$ cat src/rtl/ecal_pkg.sv
package ecal_pkg;

    localparam int MAX_STATES_DEFAULT = 16;
    localparam int CNT_W = 7;
    localparam int SUM_W = 54;
    localparam int VAL_W = 48;
    localparam int MAG_W = 47;
    localparam int GAMMA_W = 18;
    localparam int RGAS_W = 47;
    localparam int CFG_IDX_W = 8;
    localparam int CFG_DATA_W = 64;
    localparam int DIV_W = 64;
    localparam int PROD_W = 96;

    localparam logic [GAMMA_W-1:0] GAMMA_RESET = 18'd91750;
    localparam logic [RGAS_W-1:0] RGAS_RESET = 47'd18811847;
    localparam logic [GAMMA_W-1:0] ONE_Q16 = 18'd65536;
    localparam logic signed [VAL_W-1:0] SMAX = {1'b0, {(VAL_W-1){1'b1}}};
    localparam logic signed [VAL_W-1:0] SMIN = {1'b1, {(VAL_W-1){1'b0}}};

    localparam logic [CFG_IDX_W-1:0] REG_GAMMA = 8'd0;
    localparam logic [CFG_IDX_W-1:0] REG_RGAS = 8'd1;

    typedef enum logic [3:0] {
        STEP_DIV_RHO = 4'd0,
        STEP_DIV_VX  = 4'd1,
        STEP_DIV_VY  = 4'd2,
        STEP_DIV_T   = 4'd3,
        STEP_MUL_VX2 = 4'd4,
        STEP_MUL_VY2 = 4'd5,
        STEP_MUL_RHOT = 4'd6,
        STEP_MUL_P   = 4'd7,
        STEP_MUL_RT  = 4'd8,
        STEP_MUL_GR  = 4'd9,
        STEP_MUL_GRT = 4'd10,
        STEP_SQRT_SPD = 4'd11,
        STEP_SQRT_SND = 4'd12,
        STEP_DIV_Q   = 4'd13
    } step_t;

    typedef struct packed {
        logic  accumulate;
        logic  go;
        logic  finish;
        step_t step;
    } ctrl_cmd_t;

    typedef struct packed {
        logic unit_done;
    } dp_status_t;

    function automatic logic [VAL_W-1:0] magn(input logic signed [VAL_W-1:0] v);
        magn = v[VAL_W-1] ? (~v + 1'b1) : v;
    endfunction

    // signed result from magnitude, saturated to 48 bits
    function automatic logic signed [VAL_W-1:0] sat_mag(input logic neg,
                                                        input logic [79:0] m);
        logic big;
        big = |m[79:MAG_W];
        if (big)
            sat_mag = neg ? SMIN : SMAX;
        else if (neg)
            sat_mag = -$signed({1'b0, m[MAG_W-1:0]});
        else
            sat_mag = $signed({1'b0, m[MAG_W-1:0]});
    endfunction

    function automatic logic signed [VAL_W-1:0] sat_add(input logic signed [VAL_W-1:0] a,
                                                        input logic signed [VAL_W-1:0] b);
        logic signed [VAL_W:0] s;
        s = {a[VAL_W-1], a} + {b[VAL_W-1], b};
        if (s[VAL_W] != s[VAL_W-1])
            sat_add = s[VAL_W] ? SMIN : SMAX;
        else
            sat_add = s[VAL_W-1:0];
    endfunction

endpackage

$ cat src/rtl/ecal_ctrl.sv
module ecal_ctrl (
    input  logic                  clk,
    input  logic                  rst_n,
    input  logic                  start,
    input  logic                  last_state,
    input  ecal_pkg::dp_status_t  status,
    output ecal_pkg::ctrl_cmd_t   cmd,
    output logic                  busy
);

    typedef enum logic [3:0] {
        ST_IDLE   = 4'b0001,
        ST_ISSUE  = 4'b0010,
        ST_WAIT   = 4'b0100,
        ST_FINISH = 4'b1000
    } state_t;

    state_t state_reg, state_next;
    ecal_pkg::step_t step_reg, step_next;

    always_comb
    begin
        state_next = state_reg;
        step_next = step_reg;
        case (state_reg)
            ST_IDLE:
            begin
                if (start && last_state)
                begin
                    state_next = ST_ISSUE;
                    step_next = ecal_pkg::STEP_DIV_RHO;
                end
            end
            ST_ISSUE:
            begin
                state_next = ST_WAIT;
            end
            ST_WAIT:
            begin
                if (status.unit_done)
                begin
                    if (step_reg == ecal_pkg::STEP_DIV_Q)
                        state_next = ST_FINISH;
                    else
                    begin
                        state_next = ST_ISSUE;
                        step_next = ecal_pkg::step_t'(step_reg + 4'd1);
                    end
                end
            end
            ST_FINISH:
            begin
                state_next = ST_IDLE;
            end
            default:
            begin
                state_next = ST_IDLE;
            end
        endcase
    end

    always_ff @(posedge clk or negedge rst_n)
    begin
        if (!rst_n)
        begin
            state_reg <= ST_IDLE;
            step_reg <= ecal_pkg::STEP_DIV_RHO;
        end
        else
        begin
            state_reg <= state_next;
            step_reg <= step_next;
        end
    end

    assign busy = (state_reg != ST_IDLE);
    assign cmd.accumulate = start && (state_reg == ST_IDLE);
    assign cmd.go = (state_reg == ST_ISSUE);
    assign cmd.finish = (state_reg == ST_FINISH);
    assign cmd.step = step_reg;

endmodule
$ cat config.mk
export PLATFORM = sky130hd
export DESIGN_NAME = ecal_ctrl
export DESIGN_NICKNAME = d
export VERILOG_FILES = /design/src/rtl/ecal_pkg.sv /design/src/rtl/ecal_ctrl.sv
export SDC_FILE = /design/constraint.sdc
export NUM_CORES = 1
export LEC_CHECK = 0
export BUFFER_PORTS_ARGS = -buffer_cell sky130_fd_sc_hd__buf_2
export CAP_MARGIN = 15
export CORE_AREA = 3 3 40 42
export DETAILED_ROUTE_END_ITERATION = 12
export DIE_AREA = 0 0 43 45
export GPL_ROUTABILITY_DRIVEN = 0
export PLACE_DENSITY = 0.65
export RECOVER_POWER = 25
export SLEW_MARGIN = 10
export SYNTH_ARGS = -nofsm -noshare
export SYNTH_HDL_FRONTEND = slang
export SYNTH_SLANG_ARGS = --single-unit
export TNS_END_PERCENT = 5
$ cat constraint.sdc
create_clock -name clk -period 1.91 [get_ports clk]
set_clock_uncertainty 0.05 [all_clocks]
set_input_delay 0.382 -clock clk [delete_from_list [all_inputs] [get_ports clk]]
set_output_delay 0.382 -clock clk [all_outputs]
set_load 0.005 [all_outputs]
== After elaboration in Yosys (flattened, before gate mapping) ==
Index checks and enable logic that the tools add are counted.

* Bits in registers: 8
* Output and inout bits: 8

* $add $sub $neg: 1
* Equal/unequal tests: 9
* Muxes and demuxes: 8
* Reduce and logical (&&, ||, !) cells: 5

{| class="wikitable"
|+ Operators by type and width
! kind !! number
|-
| $mux W4 || 6
|-
| $pmux W4 S3 || 1
|-
| $eq A4 B4 Y1 const B || 2
|-
| $pmux W4 S2 || 1
|-
| $ne A2 B2 Y1 const B || 3
|-
| $add A4 B1 Y4 const B || 1
|-
| $eq A4 B1 Y1 const B || 1
|-
| $eq A4 B2 Y1 const B || 1
|-
| $eq A4 B3 Y1 const B || 1
|-
| $ne A4 B1 Y1 const B || 1
|-
| $reduce_and A4 Y1 || 1
|-
| $logic_and A1 B1 Y1 || 2
|-
| $reduce_and A2 Y1 || 1
|-
| $reduce_bool A2 Y1 || 1
|}

== Depth between registers and ports, before layout ==
Gate-level depths: netlist of run 1.

* Word-level depth: 4
* Gate-level depth with buffers: 6

== Least setup slack after synthesis of run 1 ==
No wires, ideal clock.

* Kind: register -> output
* From: register state_reg[0]
* To: output port cmd[6] in the netlist's numbering
* Arrival: 1.093 ns
* Setup slack: 0.385 ns
* Stages on the path, launching flop included: 3
* Path buffers: 0
* Cells stage by stage: dfstp_2 nor4b_1 and2_1

{| class="wikitable"
|+ RTL lines
! element !! RTL line !! text
|-
| start, declared || ecal_ctrl.sv:18 || <nowiki>state_t state_reg, state_next;</nowiki>
|-
| start signal, assigned || ecal_ctrl.sv:71 || <nowiki>state_reg <= state_next;</nowiki>
|-
| end, declared || ecal_ctrl.sv:7 || <nowiki>output ecal_pkg::ctrl_cmd_t cmd,</nowiki>
|}

==> results of run 1 <==
## stage by stage
step / cells / setup slack, ps / power [mW] / utilization [%]
floorplan: 41 / 385.5 / 0.2192 / -
global placement: 69 / 253.3 / 0.2451 / 42.36
detailed placement: 69 / 232.1 / 0.2454 / 42.36
CTS: 74 / 78.92 / 0.3930 / 45.67
global route: 74 / 32.49 / 0.4105 / 46.25
finish: 74 / 129.3 / 0.3941 / 46.25
## synth_stat cells (all sizes together), types with 2 or more instances
| cell | count | area share [%] |
|---|---|---|
| nand2 | 3 | 2.5 |
| nor4b | 3 | 5.7 |
| inv | 2 | 1.6 |
| nand3 | 2 | 2.2 |
| nor3 | 2 | 4.6 |
| dfrtp | 7 | 38 |
| a21boi | 2 | 4.1 |
| ha | 2 | 5.5 |
| nor2 | 3 | 2.5 |
| mux2i | 2 | 4.4 |
| a21oi | 2 | 2.2 |
## metal layers
metal | vias up | part of all wire [%] | global-route usage, %
li1 | 191 | - | -
met1 | 165 | 46 | 13.15
met2 | 5 | 48 | 16.17
met3 | 4 | 1.5 | 2.390
met4 | 0 | 4.4 | 10.84
met5 | - | 0 | 0
## worst paths after layout
path                                            end  slack, ps  cells after the start                      from
hold / removal             state_reg[0]$_DFFE_PN1P_        310                      2                last_state
setup / recovery                             cmd[6]        130                      3  state_reg[0]$_DFFE_PN1P_
max in group asynchronous  state_reg[0]$_DFFE_PN1P_        970                      2                     rst_n
hold reg to reg             step_reg[3]$_DFFE_PN0P_        490                      2   step_reg[3]$_DFFE_PN0P_
min in group asynchronous   step_reg[3]$_DFFE_PN0P_        510                      2                     rst_n
setup reg to reg            step_reg[1]$_DFFE_PN0P_        400                      4  state_reg[0]$_DFFE_PN1P_
## repair_timing
action,in CTS,in global routing
setup endpoints to repair,1,1
buffers inserted,0,0
gates cloned,0,0
hold buffers,1,0
endpoints found under the hold margin,7,0
resized for setup,1,1
## logic make-up after synthesis
kind of cell | Yosys count | share of synthesized area (%)
and+or+nand+nor | 19 | 30.88
AOI/OAI and AO/OA | 8 | 13.66
DFF | 8 | 43.99
muxes | 2 | 4.372
buffers and inverters | 2 | 1.640
adders and majority gates | 2 | 5.464
## worst max-delay path, delay by kind of cell, from the launching register on
family	cells	cell delay, ps
buf+inv	1	100
flops	1	590
simple gates	2	400
## power by group
part | internal [mW] | total [mW] | switching (mW)
combinational | 0.0347 | 0.0623 | 0.0276
sequential | 0.177 | 0.188 | 0.0103
clock | 0.0802 | 0.144 | 0.0639
total | 0.292 | 0.394 | 0.102
## final cells by class
cell class              instances  share of cell area (%)
well taps                      15                   3.158
multi-input cells              31                   44.42
repair buffers                 14                   12.84
clock buffers                   4                   4.421
flip-flops and latches          8                   33.89
inverters                       2                   1.263
==> metrics.txt, run 1 <==
core area=1285 µm²; Die W=around 43 µm; vias per cell=just under 5; Final Setup Violations=0; Async SR Flop Fraction=between 90% and 100%; status=completed; Post-synth EDFFs=0; final worst path period share=about 93%; Initial Util=a little over a third; hold violation count in the final report=0; Fmax=between 500 and 600 MHz; CTS H-tree lvls=1; CP Cell Sequence=nor4b_4, and2_1, buf_2; synthesized flop and latch total=8; Mean Syn Cell Area=~11 µm²; critical path arrival=between 1000 and 1500 ps; placed cell area=544.3 µm²; leakage power=about 0.28 nW; fraction of layout cells with a size suffix above 1=37.29%; worst rel slew slack=72.35%; fill cell count=roughly 120; Tmin final=between 1500 and 2000 ps; WL per Instance=~12 µm; cell count after synthesis=a little over 40; worst hold slack=between 300 and 400 ps; fin. max-slew vios=0; Critical Path Source Type=flop; commonest non-fill, non-tap cell in the layout=buf_2; RSZ-0062 raised after global routing=false; CP max stage delay=between 500 and 600 ps; die area=1935 µm²; clock slew at reported path FFs=roughly 50 ps; data required time of the worst path=between 1000 and 1500 ps; final instance area=between 500 and 600 µm²; Setup crit end kind=output pin; Yosys cell types=24; drt drc=0; root buf cell=clkbuf_4; YS warnings=0; final antenna-violating net count=0; setup TNS=0 ps; Reg area=slightly above 200 µm²; Primary FF master, synth=dfrtp_1; fin nets=between 60 and 70; routed wire length=between 900 and 1000 µm; Inserted Clock Buffers=3; Bufs on Longest Clock Path=2; VDD IR max=approximately 0.00038 V; pin count of the biggest net entering global routing=9; Worst Tran Pin Value=a little over 400 ps; Synth Cell Area=~460 µm²; num rows=13; Final HPWL DP=between 600 and 700 µm; die height=roughly 45 µm; gr usage total=between 10 and 15%; I/O pin count=13; syn nets=between 40 and 50; crit-path max FO=6; port bufs=12; latest clock arrival within the worst-skew pair=about 260 ps; DR vias=between 300 and 400; antenna cell count=0; most frequent cells in the layout=11 x buf_2, 7 x dfrtp_1, 3 x nand2_1, 3 x nor2_1, 3 x clkbuf_4; sequential fraction of the synthesis area=43.99%; grt ovf=0; CTS tree=yes; Pwr Density=~660 nW/µm²; First-pass DRT Iterations=4; Area Growth Syn to Fin=29.78%; Hold WC Path Type=in -> reg; vias in the first global route=345; initial antenna violation count=0; area of the multi-input gates=264.0 µm²; CTS Sinks=8; initial DRC count=7; crit path kind=reg -> out; max_cap viols=0; first-pass GRT wire length=1483 µm; critical path's slowest cell=dfstp_2
Note: power is estimated with default switching activity, not from simulation.
==> run 2, diff against run 1 <==
- GPL_TIMING_DRIVEN: default -> 0
==> metrics.txt, run 2 (synthesis gave the netlist of run 1 again) <==
Fmax=560.0 MHz; Met1 Wirelength=between 300 and 400 µm; fraction of layout cells with a size suffix above 1=~36%; Final HPWL DP=roughly 660 µm; gr usage total=10.60%; first-pass GRT wire length=1538 µm; initial DRC count=3; Worst Tran Pin Value=around 440 ps; Pwr Density=658.0 nW/µm²; initial antenna violation count=0; CTS Sinks=8; WL met3=~14 µm; die area=1935 µm²; vias per cell=roughly 5.3; vias in the first global route=about 370; Pwr Total=slightly below 400 µW; latest clock arrival within the worst-skew pair=between 200 and 300 ps; Initial Util=35.64%; num rows=13; DR top layer=met4; critical path arrival=1350 ps; WL met2=441 µm; CTS H-tree lvls=1; CP max stage delay=600 ps; status=completed; Critical Path Source Type=flop; Setup crit end kind=output pin; die height=between 40 and 50 µm; I/O pin count=13; CP Cell Sequence=nor4b_4, and2_1, buf_2; fin. max-slew vios=0; worst rel slew slack=between 70 and 80%; port bufs=12; VDD IR max=roughly 0.00033 V; Hold WC Path Type=in -> reg; pin count of the biggest net entering global routing=9; Inserted Clock Buffers=3; routed wire length=858 µm; crit path kind=reg -> out; antenna cell count=0; worst hold slack=around 290 ps; CTS tree=yes; drt drc=0; Area Growth Syn to Fin=28.14%; core area=~1300 µm²; First-pass DRT Iterations=4; Bufs on Longest Clock Path=2; clock slew at reported path FFs=about 50 ps; Tmin final=about 1800 ps; root buf cell=clkbuf_4; final antenna-violating net count=0; critical path's slowest cell=dfstp_2; leakage power=0.2732 nW; WL per Instance=roughly 12 µm; Final Setup Violations=0; RSZ-0062 raised after global routing=false; hold violation count in the final report=0; setup TNS=0 ps; commonest non-fill, non-tap cell in the layout=buf_2; grt ovf=0; DR vias=just under 400; Die W=43 µm; crit-path max FO=6; most frequent cells in the layout=11 x buf_2, 7 x dfrtp_1, 3 x nand2_1, 3 x nor2_1, 3 x clkbuf_4; final worst path period share=between 90% and 100%; fin nets=66; max_cap viols=0; data required time of the worst path=about 1500 ps
## run 2: cell types whose count changed in the layout (fill, tap and decap cells not counted)
cell / delta
buf_4: -1
## run 2: final cells by class
cell class | instances | area, µm²
multi-input cells | 31 | 264.0
clock buffers | 4 | 26.28
flip-flops and latches | 8 | 201.4
fillers | 129 | 698.2
repair buffers | 13 | 68.82
well taps | 15 | 18.77
inverters | 2 | 7.507
## run 2: path summary, 6_finish.rpt
check | start | to | slack [ps] | cells after the start
worst max-delay path | state_reg[0]$_DFFE_PN1P_ | cmd[6] | 120 | 3
worst min-delay path | last_state | state_reg[0]$_DFFE_PN1P_ | 290 | 2
min in group asynchronous | rst_n | step_reg[3]$_DFFE_PN0P_ | 530 | 2
worst max register to register | state_reg[0]$_DFFE_PN1P_ | step_reg[1]$_DFFE_PN0P_ | 370 | 4
max in group asynchronous | rst_n | state_reg[0]$_DFFE_PN1P_ | 950 | 2
worst min register to register | step_reg[3]$_DFFE_PN0P_ | step_reg[3]$_DFFE_PN0P_ | 490 | 2
## run 2: what timing repair did
action / 4_1_cts / 5_1_grt
hold endpoints to repair: 7 / 0
buffers inserted: 0 / 0
hold buffers: 1 / 0
setup endpoints to repair: 2 / 1
resized for setup: 1 / 1
## run 2: per-layer routing
layer | track usage (%) | up-vias
met4 | 3.614 | 0
met5 | 0 | -
met2 | 17.66 | 5
li1 | - | 194
met1 | 12.90 | 184
met3 | 3.586 | 2
## run 2: where the power goes
group          switching [mW]  internal (mW)  total, mW
logic                  0.0234         0.0324     0.0559
registers              0.0135          0.177      0.191
clock network          0.0593         0.0800      0.139
## run 2: critical path: cells and delay by family, from the launching register on
family                 cells  cell delay (ps)
AND/OR/NAND/NOR            2              410
buffers and inverters      1              100
flip-flops                 1              600
## run 2: through the flow
stage               instance area, µm²  utilization [%]  cells  worst slack (ps)
detailed placement               536.8            41.77     68             155.2
finish                           586.8            45.67     73             124.2
global placement                 536.8            41.77     68             192.5
floorplan                        457.9                -     41             385.5
CTS                              579.3            45.08     73             52.12
global route                     586.8            45.67     73             22.65
